$ cat src/rtl/core/jet_pkg.sv
// Shared types, widths and register codes for the Julia escape-time core.
// Used by every module of the core; depends on nothing.
package jet_pkg;

   localparam int Q_W       = 32;
   localparam int FRAC_W    = 26;
   localparam int PIX_W     = 12;
   localparam int MAG_W     = 40;
   localparam int ITER_W    = 16;
   localparam int PROD_W    = 2 * Q_W;
   localparam int START_W   = PIX_W + 1 + Q_W;
   localparam int SAT_W     = START_W + 1;
   localparam int CSR_IDX_W = 3;

   localparam int QUEUE_DEPTH = 2;
   localparam int QPTR_W      = (QUEUE_DEPTH > 1) ? $clog2(QUEUE_DEPTH) : 1;
   localparam int QCNT_W      = $clog2(QUEUE_DEPTH + 1);

   localparam logic [CSR_IDX_W-1:0] CSR_C_REAL     = 3'd0;
   localparam logic [CSR_IDX_W-1:0] CSR_C_IMAG     = 3'd1;
   localparam logic [CSR_IDX_W-1:0] CSR_RE_ORIGIN  = 3'd2;
   localparam logic [CSR_IDX_W-1:0] CSR_RE_STEP    = 3'd3;
   localparam logic [CSR_IDX_W-1:0] CSR_IM_ORIGIN  = 3'd4;
   localparam logic [CSR_IDX_W-1:0] CSR_IM_STEP    = 3'd5;
   localparam logic [CSR_IDX_W-1:0] CSR_ESCAPE_SQ  = 3'd6;
   localparam logic [CSR_IDX_W-1:0] CSR_ITER_LIMIT = 3'd7;

   localparam logic [MAG_W-1:0]  ESCAPE_SQ_RESET  = 40'd268435456;
   localparam logic [ITER_W-1:0] ITER_LIMIT_RESET = 16'd255;

   typedef struct packed {
      logic [Q_W-1:0]    c_real;
      logic [Q_W-1:0]    c_imag;
      logic [Q_W-1:0]    re_origin;
      logic [Q_W-1:0]    re_step;
      logic [Q_W-1:0]    im_origin;
      logic [Q_W-1:0]    im_step;
      logic [MAG_W-1:0]  escape_sq;
      logic [ITER_W-1:0] iter_limit;
   } cfg_type;

   typedef struct packed {
      logic [PIX_W-1:0] x;
      logic [PIX_W-1:0] y;
      logic [Q_W-1:0]   zr;
      logic [Q_W-1:0]   zi;
   } point_type;

   // Clamps a signed value to the signed Q6.26 range.
   function automatic logic [Q_W-1:0] sat_q(input logic signed [SAT_W-1:0] v);
      logic signed [SAT_W-1:0] hi;
      logic signed [SAT_W-1:0] lo;
      hi = SAT_W'({1'b0, {(Q_W-1){1'b1}}});
      lo = -hi - SAT_W'(1);
      if (v > hi) begin
         sat_q = hi[Q_W-1:0];
      end else if (v < lo) begin
         sat_q = lo[Q_W-1:0];
      end else begin
         sat_q = v[Q_W-1:0];
      end
   endfunction

endpackage

$ cat src/rtl/core/jet_front.sv
// Front end: accepts pixel transactions and maps them to start points.
// Depends on jet_pkg; feeds jet_queue.
module jet_front (
   input  logic                    clock,
   input  logic                    reset,
   input  jet_pkg::cfg_type        cfg,
   input  logic                    req_valid,
   output logic                    req_stall,
   input  logic [jet_pkg::PIX_W-1:0] req_pixel_x,
   input  logic [jet_pkg::PIX_W-1:0] req_pixel_y,
   output logic                    push,
   output jet_pkg::point_type      push_data,
   input  logic                    q_full
);
   import jet_pkg::*;

   logic                      stage_valid_ff, stage_valid_in;
   logic [PIX_W-1:0]          x_ff, y_ff;
   logic signed [START_W-1:0] prod_re_ff, prod_im_ff;
   logic signed [START_W-1:0] prod_re_in, prod_im_in;
   logic signed [SAT_W-1:0]   sum_re, sum_im;
   logic                      accept;

   assign prod_re_in = $signed({1'b0, req_pixel_x}) * $signed(cfg.re_step);
   assign prod_im_in = $signed({1'b0, req_pixel_y}) * $signed(cfg.im_step);

   assign push      = stage_valid_ff && !q_full;
   assign req_stall = stage_valid_ff && q_full;
   assign accept    = req_valid && !req_stall;

   always_comb begin
      stage_valid_in = stage_valid_ff;
      if (accept) begin
         stage_valid_in = 1'b1;
      end else if (push) begin
         stage_valid_in = 1'b0;
      end
   end

   assign sum_re = SAT_W'(prod_re_ff) + SAT_W'($signed(cfg.re_origin));
   assign sum_im = SAT_W'(prod_im_ff) + SAT_W'($signed(cfg.im_origin));

   assign push_data.x  = x_ff;
   assign push_data.y  = y_ff;
   assign push_data.zr = sat_q(sum_re);
   assign push_data.zi = sat_q(sum_im);

   always_ff @(posedge clock) begin
      if (reset) begin
         stage_valid_ff <= 1'b0;
      end else begin
         stage_valid_ff <= stage_valid_in;
      end
   end

   always_ff @(posedge clock) begin
      if (accept) begin
         x_ff       <= req_pixel_x;
         y_ff       <= req_pixel_y;
         prod_re_ff <= prod_re_in;
         prod_im_ff <= prod_im_in;
      end
   end

endmodule

$ cat config.mk
export PLATFORM = sky130hd
export DESIGN_NAME = jet_front
export DESIGN_NICKNAME = d
export VERILOG_FILES = /design/src/rtl/core/jet_pkg.sv /design/src/rtl/core/jet_front.sv
export SDC_FILE = /design/constraint.sdc
export NUM_CORES = 2
export LEC_CHECK = 0
export BUFFER_PORTS_ARGS = -buffer_cell sky130_fd_sc_hd__clkbuf_2
export CORE_MARGIN = 2
export CORE_UTILIZATION = 46
export CTS_CLUSTER_DIAMETER = 100
export DETAILED_ROUTE_END_ITERATION = 16
export SLEW_MARGIN = 40
export SYNTH_ARGS = -nofsm -noshare
export SYNTH_HDL_FRONTEND = slang
export SYNTH_SLANG_ARGS = --single-unit
$ cat constraint.sdc
create_clock -name clock -period 10.3 [get_ports clock]
set_clock_uncertainty 0.05 [all_clocks]
set_input_delay 1.03 -clock clock [delete_from_list [all_inputs] [get_ports clock]]
set_output_delay 1.03 -clock clock [all_outputs]
set_load 0.02 [all_outputs]
==> key figures <==
Worst setup path
  • Critical Path End Type: flip-flop
  • Critical path class: in2reg
  • Critical Path Slowest Stage Cell: o31ai_1
  • Most common cell on crit path: fa_1
  • Crit path max-delay family: adder cells
  • Worst EP required: between 10 and 15 ns
  • Arrival @ worst endpoint: 7.65 ns
  • CP cell instances: clkbuf_2, and2_1, fa_1, inv_1, fa_1, inv_1, fa_1, inv_1, fa_1, fa_1, inv_1, ha_1, o21a_1, o21ai_0, a211oi_1, o211a_1, o31ai_1, o21ai_0, a41oi_1, o21ai_0, a21oi_1, xnor2_1
  • CP Max Fanout: 33
  • Reg2Reg Depth: 4
  • Critical R2R Launch: stage_valid_ff
  • Buffers plus inverters on the worst setup path: 5
  • Worst setup SP type: input pin
  • Largest stage delay, worst path: 0.55 ns
  • Critical R2R Capture: prod_re_ff[15]
  • Setup slack, reg-to-reg: roughly 8 ns

Layout
  • Fillers: roughly 7500
  • Multi-input gate area: 28300 µm²
  • Most common cell after layout, fill and taps aside: inv_1
  • Most frequent cells in the layout: 917 x inv_1, 678 x fa_1, 541 x nand2_1
  • P&R area growth vs syn: 7.12%
  • Nets: 5464
  • Register area: approximately 3400 µm²
  • Final core utilization: between 40% and 50%
  • Fin cells: ~5300
  • Share of cells above drive strength 1: 7.51%

Placement
  • Dpl cells: about 5200
  • Detail Placement HPWL: between 70000 and 80000 µm
  • I/O Buffers: about 250
  • GP Congestion: around 0.93
  • Worst slack, placed: around 2.5 ns

Timing
  • Fin. Hold Viols: 0
  • Crit share post-route: between 70% and 80%
  • Worst Tran Pin Value: ~0.82 ns
  • Post-layout min period: about 7.5 ns
  • RSZ-0062 raised after global routing: false
  • Final setup margin: between 2 and 3 ns
  • Fin. max-slew vios: 0
  • Maximum clock rate: 0.134 GHz
  • Post-Route Setup TNS: 0 ns
  • Max-slew headroom: 45.5%
  • Final setup viols: 0

Die
  • Initial Util: about 46%
  • Die width: about 280 µm
  • I/O pins: 366
  • Core box area: roughly 77000 µm²
  • Die Y-Extent: 283 µm
  • DIE AREA: around 80000 µm²
  • Rows: slightly above 100

Clocking
  • Total clock sinks: ~120
  • CTS tree: built
  • Hold-fix buffers at CTS: 0
  • Worst-Skew Late Latency: 0.49 ns
  • Total CTS buffers: 17
  • Clk slew on worst S/H paths: 0.07 ns
  • Post-cts resize count: 0
  • Clock tree buffer depth: 2
  • H-tree depth: 4
  • CTS Root Cell: clkbuf_16
  • Post-CTS repair timing setup buffer count: 0

Global route
  • Total global routing overflow: 0
  • Pin count of the biggest net entering global routing: 73
  • First-pass GRT wire length: roughly 150000 µm
  • Antenna violations before repair: 6
  • Vias in the first global route: a little under 30000
  • GRT Overall Usage: between 20% and 30%

Min path
  • Hold Path Depth: 3
  • Hold crit path type: reg2reg
  • HP Start: stage_valid_ff
  • Hold Path Sink: stage_valid_ff

Synth
  • Synth cell types: around 80
  • FF+latch count, synth: ~120
  • Avg Inst Size Synth: 8.69 µm²
  • Sequential-to-total area share from yosys stat: about a tenth
  • Syn Nets: 5368
  • Ys async rst share: 0%
  • Synth warn: 0
  • Number of synthesized flops with an enable pin: ~110
  • Synthesized area: approximately 36000 µm²
  • Cell count after synthesis: 4126
  • Main flop type after synthesis: edfxtp_1

Detailed routing
  • DR WL/cell: between 15 and 20 µm
  • Post-Route WL: between 90000 and 100000 µm
  • Drt via density: ~5.2
  • DR DRC count: 0
  • Initial DRT Pass Iterations: 5
  • Remaining antenna violation count: 0
  • Vias: between 20000 and 30000
  • DR iter-0 viols: roughly 1500

Run status
  • Status: complete, no violations

Flow run
  • Max cap viols: 0
## worst min-delay path, cell delays in order (launching register included)
cell and delay [ns]:
dfxtp_1 0.31, and2_1 0.17, nor2_1 0.09, nor2_1 0.04
## state kept, by name (all words and copies together) (netlist names)
register        cells
x_ff               12
prod_im_ff         45
y_ff               12
prod_re_ff         45
stage_valid_ff      1
## through the flow
step / hold slack, ns / cell area [µm²]
2_1_floorplan: 0.633 / 35800
3_3_place_gp: 0.595 / 37800
3_5_place_dp: 0.601 / 37800
4_1_cts: 0.606 / 38400
5_1_grt: 0.634 / 38400
6_report: 0.605 / 38400
## worst max path at each step
stage                         from             end  slack [ns]  cells after the start
finish              req_pixel_y[1]  prod_im_ff[44]        2.83                     22
detailed placement  req_pixel_y[1]  prod_im_ff[44]        2.46                     22
global placement    req_pixel_y[1]  prod_im_ff[41]        2.44                     22
global route        req_pixel_y[1]  prod_im_ff[44]        2.39                     22
floorplan                   q_full   prod_im_ff[0]        3.36                      2
CTS                 req_pixel_y[1]  prod_im_ff[41]        2.96                     22
## cells in the mapped netlist (51+ instances only)
master | count | area [µm²]
inv_1 | 917 | 3440
fa_1 | 678 | 13600
nand2_1 | 541 | 2030
and2_1 | 352 | 2200
ha_1 | 288 | 3600
a21oi_1 | 170 | 851
clkbuf_1 | 162 | 608
o21ai_0 | 124 | 621
edfxtp_1 | 114 | 3420
xnor2_1 | 113 | 990
nor2_1 | 97 | 364
a21o_1 | 72 | 541
o21a_1 | 51 | 383
## kinds of logic (layout without fill, tap and decap cells)
group | count (synthesis) | count (layout) | share of synthesized area (%)
xor+xnor | 161 | 161 | 3.93
simple gates | 1201 | 1201 | 16.4
mux | 3 | 3 | 0.0838
compound gates | 582 | 582 | 10.5
fa+ha+maj | 966 | 966 | 47.9
other cells | 0 | 1 | 0
buf+inv | 1098 | 1207 | 11.6
flops | 115 | 115 | 9.61
## metal layers
layer | track usage (%) | vias up | share of wire, % | wire, µm
li1 | - | 12900 | - | -
met1 | 32.5 | 13800 | 45 | 41200
met2 | 39.5 | 752 | 47 | 43200
met3 | 4.55 | 118 | 6.1 | 5620
met4 | 6.38 | 10 | 2.2 | 2070
met5 | 0 | - | 0.065 | 60
## area by class of cell
class	instances	area share, %
clock inverter	15	0.453
inverter	917	8.96
tap	1040	3.39
antenna	1	0.00652
sequential	115	8.97
clock buffer	17	1.11
timing repair buffer	258	3.46
multi-input combinational	2913	73.6
Power is left out: the tool's default activity adds up to more than one toggle a clock period on the data nets, which glitch-free logic cannot reach.
