===== config.mk =====
export PLATFORM = sky130hd
export DESIGN_NAME = jet_queue
export DESIGN_NICKNAME = d
export VERILOG_FILES = /design/src/rtl/core/jet_pkg.sv /design/src/rtl/core/jet_queue.sv
export SDC_FILE = /design/constraint.sdc
export NUM_CORES = 1
export LEC_CHECK = 0
export BUFFER_PORTS_ARGS = -buffer_cell sky130_fd_sc_hd__buf_2
export CAP_MARGIN = 20
export CORE_MARGIN = 5
export CORE_UTILIZATION = 55
export CTS_BUF_LIST = sky130_fd_sc_hd__clkbuf_8
export CTS_CLUSTER_SIZE = 16
export DETAILED_ROUTE_END_ITERATION = 8
export PLACE_DENSITY_LB_ADDON = 0.08
export SLEW_MARGIN = 10
export SYNTH_ARGS = -nofsm -noshare
export SYNTH_HDL_FRONTEND = slang
export SYNTH_SLANG_ARGS = --single-unit

===== constraint.sdc =====
create_clock -name clock -period 16.22 [get_ports clock]
set_input_delay 3.244 -clock clock [delete_from_list [all_inputs] [get_ports clock]]
set_output_delay 3.244 -clock clock [all_outputs]
set_load 0.1 [all_outputs]

===== src/rtl/core/jet_pkg.sv =====
// Shared types, widths and register codes for the Julia escape-time core.
// Used by every module of the core; depends on nothing.
package jet_pkg;

   localparam int Q_W       = 32;
   localparam int FRAC_W    = 26;
   localparam int PIX_W     = 12;
   localparam int MAG_W     = 40;
   localparam int ITER_W    = 16;
   localparam int PROD_W    = 2 * Q_W;
   localparam int START_W   = PIX_W + 1 + Q_W;
   localparam int SAT_W     = START_W + 1;
   localparam int CSR_IDX_W = 3;

   localparam int QUEUE_DEPTH = 2;
   localparam int QPTR_W      = (QUEUE_DEPTH > 1) ? $clog2(QUEUE_DEPTH) : 1;
   localparam int QCNT_W      = $clog2(QUEUE_DEPTH + 1);

   localparam logic [CSR_IDX_W-1:0] CSR_C_REAL     = 3'd0;
   localparam logic [CSR_IDX_W-1:0] CSR_C_IMAG     = 3'd1;
   localparam logic [CSR_IDX_W-1:0] CSR_RE_ORIGIN  = 3'd2;
   localparam logic [CSR_IDX_W-1:0] CSR_RE_STEP    = 3'd3;
   localparam logic [CSR_IDX_W-1:0] CSR_IM_ORIGIN  = 3'd4;
   localparam logic [CSR_IDX_W-1:0] CSR_IM_STEP    = 3'd5;
   localparam logic [CSR_IDX_W-1:0] CSR_ESCAPE_SQ  = 3'd6;
   localparam logic [CSR_IDX_W-1:0] CSR_ITER_LIMIT = 3'd7;

   localparam logic [MAG_W-1:0]  ESCAPE_SQ_RESET  = 40'd268435456;
   localparam logic [ITER_W-1:0] ITER_LIMIT_RESET = 16'd255;

   typedef struct packed {
      logic [Q_W-1:0]    c_real;
      logic [Q_W-1:0]    c_imag;
      logic [Q_W-1:0]    re_origin;
      logic [Q_W-1:0]    re_step;
      logic [Q_W-1:0]    im_origin;
      logic [Q_W-1:0]    im_step;
      logic [MAG_W-1:0]  escape_sq;
      logic [ITER_W-1:0] iter_limit;
   } cfg_type;

   typedef struct packed {
      logic [PIX_W-1:0] x;
      logic [PIX_W-1:0] y;
      logic [Q_W-1:0]   zr;
      logic [Q_W-1:0]   zi;
   } point_type;

   // Clamps a signed value to the signed Q6.26 range.
   function automatic logic [Q_W-1:0] sat_q(input logic signed [SAT_W-1:0] v);
      logic signed [SAT_W-1:0] hi;
      logic signed [SAT_W-1:0] lo;
      hi = SAT_W'({1'b0, {(Q_W-1){1'b1}}});
      lo = -hi - SAT_W'(1);
      if (v > hi) begin
         sat_q = hi[Q_W-1:0];
      end else if (v < lo) begin
         sat_q = lo[Q_W-1:0];
      end else begin
         sat_q = v[Q_W-1:0];
      end
   endfunction

endpackage


===== src/rtl/core/jet_queue.sv =====
// Short queue of start points between the front end and the iteration engine.
// Depends on jet_pkg.
module jet_queue (
   input  logic               clock,
   input  logic               reset,
   input  logic               push,
   input  jet_pkg::point_type push_data,
   output logic               full,
   input  logic               pop,
   output jet_pkg::point_type pop_data,
   output logic               empty
);
   import jet_pkg::*;

   point_type         slot_ff [QUEUE_DEPTH];
   logic [QPTR_W-1:0] wr_ptr_ff, wr_ptr_in;
   logic [QPTR_W-1:0] rd_ptr_ff, rd_ptr_in;
   logic [QCNT_W-1:0] count_ff, count_in;

   assign full     = (count_ff == QCNT_W'(QUEUE_DEPTH));
   assign empty    = (count_ff == '0);
   assign pop_data = slot_ff[rd_ptr_ff];

   always_comb begin
      wr_ptr_in = wr_ptr_ff;
      rd_ptr_in = rd_ptr_ff;
      count_in  = count_ff;
      if (push) begin
         wr_ptr_in = (wr_ptr_ff == QPTR_W'(QUEUE_DEPTH - 1)) ? '0 : wr_ptr_ff + 1'b1;
      end
      if (pop) begin
         rd_ptr_in = (rd_ptr_ff == QPTR_W'(QUEUE_DEPTH - 1)) ? '0 : rd_ptr_ff + 1'b1;
      end
      if (push && !pop) begin
         count_in = count_ff + 1'b1;
      end else if (pop && !push) begin
         count_in = count_ff - 1'b1;
      end
   end

   always_ff @(posedge clock) begin
      if (reset) begin
         wr_ptr_ff <= '0;
         rd_ptr_ff <= '0;
         count_ff  <= '0;
      end else begin
         wr_ptr_ff <= wr_ptr_in;
         rd_ptr_ff <= rd_ptr_in;
         count_ff  <= count_in;
      end
   end

   always_ff @(posedge clock) begin
      if (push) begin
         slot_ff[wr_ptr_ff] <= push_data;
      end
   end

endmodule


==> results of run 1 <==
==> cell type report <==
| class | instances | area [um2] | share of cell area (%) |
|---|---|---|---|
| Clock buffer | 22 | 303 | 3.76 |
| Clock inverter | 10 | 67.6 | 0.838 |
| Inverter | 1 | 3.75 | 0.0466 |
| Multi-Input combinational cell | 104 | 1180 | 14.6 |
| Sequential cell | 181 | 5390 | 66.9 |
| Tap cell | 147 | 184 | 2.28 |
| Timing Repair Buffer | 185 | 936 | 11.6 |
==> kinds of logic (layout without fill, tap and decap cells) <==
family                     after synthesis  count (layout)  synth area share, %
adders and majority gates                1               1                0.189
muxes                                   88              88                 16.1
DFF                                    181             181                 81.2
xor gates and xnor gates                 4               4                0.528
and+or+nand+nor                          9               9                0.660
buffers and inverters                   11             218                 1.19
AOI/OAI and AO/OA                        2               2                0.151
==> cells in the final DEF (no fill, tap or decap) <==
cell type / count
clkinv_1: 1
inv_1: 6
nor2_1: 5
dfxtp_4: 1
o21ai_0: 1
nor2b_4: 1
clkbuf_8: 22
and2_4: 1
buf_2: 181
buf_4: 4
nor2b_1: 1
edfxtp_1: 176
mux2_2: 68
xor2_1: 2
bufinv_16: 1
xnor2_1: 2
mux2_4: 20
dfxtp_1: 4
ha_1: 1
a21oi_1: 1
clkinv_2: 3
or3_1: 1
==> power breakdown <==
part           internal, W  total [W]  switching, W
combinational    0.0000542   0.000282      0.000228
sequential        0.000545   0.000556     0.0000111
clock             0.000138   0.000280      0.000141
total             0.000737    0.00112      0.000381
==> stage by stage <==
step                area (um2)  worst slack [ps]
global placement          7690             10780
global route              8060             10170
detailed placement        7690             10770
floorplan                 6630              8590
CTS                       8060             10270
finish                    8060             10350
==> tightest hold or removal path, cell delays in order (launching register included) <==
cell and delay [ps]:
dfxtp_1 340, xnor2_1 100, nor2_1 80
==> sequential cells by signal, summed over array words and instances, names as in the netlist, named ones only <==
signal,flops
count_ff,2
wr_ptr_ff,1
slot_ff,176
rd_ptr_ff,1
==> worst min path at each step <==
stage | start | endpoint | cells past startpoint
final | rd_ptr_ff$_SDFFE_PP0P_ | flop | 2
after floorplan | count_ff[1]$_SDFFE_PP0P_ | count_ff[1]$_SDFFE_PP0P_ | 2
after global routing | count_ff[1]$_SDFFE_PP0P_ | count_ff[1]$_SDFFE_PP0P_ | 2
after global placement | count_ff[1]$_SDFFE_PP0P_ | count_ff[1]$_SDFFE_PP0P_ | 2
after detailed placement | rd_ptr_ff$_SDFFE_PP0P_ | rd_ptr_ff$_SDFFE_PP0P_ | 2
after CTS | count_ff[1]$_SDFFE_PP0P_ | count_ff[1]$_SDFFE_PP0P_ | 2
==> layer usage <==
layer | vias to the layer above | global-route usage (%) | wire [um]
li1 | 1557 | - | -
met1 | 1656 | 20.4 | 4770
met2 | 136 | 29.1 | 6170
met3 | 10 | 6.60 | 1010
met4 | 0 | 6.87 | 129
met5 | - | 0 | 0
==> cells in the mapped netlist (all sizes together) <==
cell type  instances
xor2               2
buf               10
dfxtp              5
mux2              88
ha                 1
nor2               5
inv                1
o21ai              1
and2               1
xnor2              2
edfxtp           176
or3                1
a21oi              1
nor2b              2
==> results.json, run 1 <==
{
  "outcome": "completed",
  "leakagePower_nw": 3.10,
  "clk_latency_ps": 440,
  "n_antenna_cell": 0,
  "cts_hold_buf": 0,
  "start_util_pct": 55.7,
  "final_cells": 650,
  "critPathBufInv": 2,
  "via_per_inst": 5.17,
  "avgRoutedWirePerCell_um": 18.6,
  "synth_top_area_share_pct": 79.7,
  "cpLargestDelayFamily": "buffers and inverters",
  "gp_congestion": 0.708,
  "yosysWarnings": 0,
  "die_h_um": 120,
  "timing.final.crit_share_pct": 36.2,
  "num_vias": 3359,
  "num_io_pins": 182,
  "post_cts_buffers": 0,
  "vdd_drop_max_uv": 85.2,
  "netlist_area_mm2": 0.00663,
  "setup_tns_ps": 0,
  "place_inst": 618,
  "rr_startpoint": "wr_ptr_ff$_SDFFE_PP0P_",
  "synthDistinctLibCells": 16,
  "clockRootBuffer": "clkbuf_8",
  "drt-pass1-iter-count": 4,
  "first_global_vias": 3666,
  "drive_above_1_share_pct": 60.0,
  "grt_usage_pct": 17.4,
  "syn_avg_cell_area_um2": 22.4,
  "tightest_slew_ps": 704,
  "setup_viol": 0,
  "core.rowCount": 40,
  "dieArea_mm2": 0.0144,
  "drc_errors": 0,
  "fin_crit_ps": 5870,
  "worst_setup_path_start_kind": "flop",
  "clk_pin_slew_ps": 80,
  "drt_iter0_markers": 187,
  "hold_class": "flop to flop",
  "final_hold_viol_count": 0,
  "drv_cap": 0,
  "io_buffers": 181,
  "skew_ps": 7.80,
  "totalWireLength_um": 12100,
  "die_x_um": 120,
  "power.total_w": 0.00112,
  "hpwl_um": 8090,
  "fillCellCount": 852,
  "crit_fanout": 48,
  "hold_slack_ps": 547,
  "rsz0062_at_grt": "false",
  "r2r_end": "slot_ff[1][29]$_DFFE_PP_",
  "fin_util_pct": 67.7,
  "critical-path-slowest-cell": "dfxtp_4",
  "path_cells": "buf_4 > mux2_2 > buf_2",
  "cp-end-kind": "output port",
  "crit_arrival_ps": 2630,
  "grt_pass1_wl_um": 18700,
  "yosysTopAreaCell": "edfxtp_1",
  "crit_end": "pop_data[42]",
  "grt_start_max_net_pins": 49,
  "max_stage_delay_ps": 740,
  "synth.net_count": 389,
  "clock_path_buffers": 2,
  "core_mm2": 0.0119,
  "cts_tree": "built",
  "postCtsResizedCells": 0,
  "postSynthCellCount": 296,
  "nNetsFinal": 583,
  "antenna_found_initial": 0,
  "max_freq_ghz": 0.170,
  "cts_inserted_buffers": 17,
  "slew_headroom_pct": 53.0,
  "clock_sinks": 181,
  "r2r_setup_slack_ps": 14180,
  "crit_cells": 3,
  "synth_seq_area_share_pct": 81.2,
  "crit_type": "flop to output port",
  "ys_ff_latch": 181,
  "reg2regPathDepth": 2,
  "cp.required_ps": 12980,
  "grt.overflow.total": 0,
  "ant_nets": 0,
  "slew_violations": 0,
  "syn2layout_area_growth_pct": 21.5,
  "p_per_area_mw_per_mm2": 139,
  "synthTopCellsByArea": "edfxtp_1 80%, mux2_2 12%, mux2_4 4.5%",
  "htree_levels": 4
}
Note: power is estimated with default switching activity, not from simulation.
==> inputs of run 2 (changes only) <==
--- a/config.mk
+++ b/config.mk
@@ -8,7 +8,7 @@
 export BUFFER_PORTS_ARGS = -buffer_cell sky130_fd_sc_hd__buf_2
 export CAP_MARGIN = 20
 export CORE_MARGIN = 5
-export CORE_UTILIZATION = 55
+export CORE_UTILIZATION = 54
 export CTS_BUF_LIST = sky130_fd_sc_hd__clkbuf_8
 export CTS_CLUSTER_SIZE = 16
 export DETAILED_ROUTE_END_ITERATION = 8
==> constraint.sdc (replaced) <==
create_clock -name clock -period 5.7 [get_ports clock]
set_input_delay 1.14 -clock clock [delete_from_list [all_inputs] [get_ports clock]]
set_output_delay 1.14 -clock clock [all_outputs]
set_load 0.1 [all_outputs]
==> run 2 against run 1 <==
Sequential power grew to 2.9 times the previous value. Core utilization shrank 0.68 points. Global-route usage shrank 0.70 points.
==> results.json, run 2 (synthesized netlist as in run 1, its figures left out) <==
{
  "max_freq_ghz": 0.269,
  "post_cts_buffers": 0,
  "seq_power_share_pct": 50.7,
  "crit_arrival_ps": 2580,
  "critical-path-slowest-cell": "dfxtp_4",
  "internal_power_w": 0.00207,
  "busiest_layer": "met2",
  "grtUsageMet3_pct": 6.78,
  "holdPathStages": 2,
  "die_h_um": 121,
  "gp_congestion": 0.776,
  "slew_headroom_pct": 36.5,
  "avgRoutedWirePerCell_um": 17.8,
  "ant_nets": 0,
  "setup_viol": 0,
  "layout_setup_ws_ps": 1980,
  "crit_type": "flop to output port",
  "io_buffers": 181,
  "grt_start_max_net_pins": 63,
  "die_x_um": 121,
  "clock_sinks": 181,
  "htree_levels": 4,
  "outcome": "completed",
  "hpwl_um": 7750,
  "max_stage_delay_ps": 980,
  "timing.final.crit_share_pct": 65.3,
  "hold_slack_ps": 516,
  "clockRootBuffer": "clkbuf_8",
  "power_frac_comb_pct": 25.3,
  "critPathBufInv": 2,
  "num_io_pins": 182,
  "slew_violations": 0,
  "largest_register_ff_count": 176,
  "grt_pass1_wl_um": 18000,
  "drc_errors": 0,
  "final_hold_viol_count": 0,
  "drive_above_1_share_pct": 60.0,
  "core_mm2": 0.0120,
  "antenna_found_initial": 1,
  "cp.required_ps": 4560,
  "cts_hold_buf": 0,
  "tightest_slew_ps": 952,
  "drt_iter0_markers": 210,
  "cp-end-kind": "output port",
  "grt_usage_pct": 16.7,
  "drt-pass1-iter-count": 4,
  "dpl_worst_slack_ps": 2380,
  "cts_tree": "built",
  "p_clk_share_pct": 24.0,
  "num_vias": 3295,
  "p_per_area_mw_per_mm2": 389,
  "setup_tns_ps": 0,
  "rsz0062_at_grt": "false",
  "first_global_vias": 3488,
  "postCtsResizedCells": 0,
  "totalWireLength_um": 11600,
  "dieArea_mm2": 0.0146,
  "reg_top3": "slot_ff: 176 flops, count_ff: 2 flops",
  "vdd_drop_max_uv": 263,
  "skew_ps": 5.81,
  "core.rowCount": 40,
  "power.switching_w": 0.00107,
  "power.total_w": 0.00313,
  "crit_cells": 3,
  "final_cell_mix": "181 x buf_2, 176 x edfxtp_1, 68 x mux2_2",
  "clk_latency_ps": 440,
  "crit_fanout": 62,
  "start_util_pct": 55.2,
  "fin_crit_ps": 3720,
  "cpLargestDelayFamily": "flip-flops",
  "syn2layout_area_growth_pct": 21.3,
  "nNetsFinal": 583,
  "reg2regPathDepth": 2,
  "worst_setup_path_start_kind": "flop",
  "leakagePower_nw": 3.10,
  "layout.cells.most_common": "buf_2",
  "hold_class": "flop to flop",
  "via_per_inst": 5.06,
  "grt.overflow.total": 0,
  "switching_share_pct": 34.1,
  "met1_usage_pct": 20.6,
  "clock_path_buffers": 2,
  "met2_usage_pct": 26.4,
  "cts_inserted_buffers": 17,
  "clk_pin_slew_ps": 80,
  "drv_cap": 0,
  "path_cells": "buf_4 > mux2_2 > buf_2",
  "largest_register": "slot_ff"
}
-- run 2: cell count changes in the layout (fill, tap and decap cells not counted), sizes merged --
| cell | before | now |
|---|---|---|
| diode | 0 | 1 |
| clkbuf | 22 | 23 |
| clkinv | 4 | 3 |
| bufinv | 1 | 0 |
| inv | 6 | 7 |
-- run 2: per-layer routing --
layer	up-vias	routed length, um
met5	-	20
met4	2	129
met3	13	971
met2	125	5800
met1	1600	4690
li1	1555	-
-- run 2: layout make-up --
class                   count  area [um2]
flip-flops and latches    181        5390
fillers                   864        3970
multi-input cells         104        1180
repair buffers            185         936
clock buffers              23         317
well taps                 147         184
clock inverters             9        37.5
inverters                   1        3.75
diodes                      1        2.50
-- run 2: path summary, 6_finish.rpt --
check                                              start  slack [ps]                  endpoint
worst min register to register  count_ff[1]$_SDFFE_PP0P_         520  count_ff[1]$_SDFFE_PP0P_
worst min-delay path            count_ff[1]$_SDFFE_PP0P_         520  count_ff[1]$_SDFFE_PP0P_
worst max-delay path                                flop        1980              pop_data[35]
worst max register to register    wr_ptr_ff$_SDFFE_PP0P_        3700  slot_ff[1][24]$_DFFE_PP_
-- run 2: worst reg2reg max path, stage by stage (launching register included) --
cell,delay (ps)
dfxtp_1,410
and2_4,550
buf_4,660
-- run 2: per-stage QoR --
stage               cells  cell area (um2)  utilization, %
floorplan             296             6630               -
global route          650             8040            67.0
detailed placement    618             7690            64.0
CTS                   650             8040            67.0
global placement      618             7690            64.0
finish                651             8050            67.0
-- run 2: power by group through the flow --
stage	sequential, W	combinational (W)	clock, W
after floorplan	0.00160	0.000691	0
after global placement	0.00162	0.000792	0
after detailed placement	0.00162	0.000798	0
after CTS	0.00159	0.000799	0.000776
after global routing	0.00160	0.000820	0.000844
final	0.00159	0.000792	0.000753
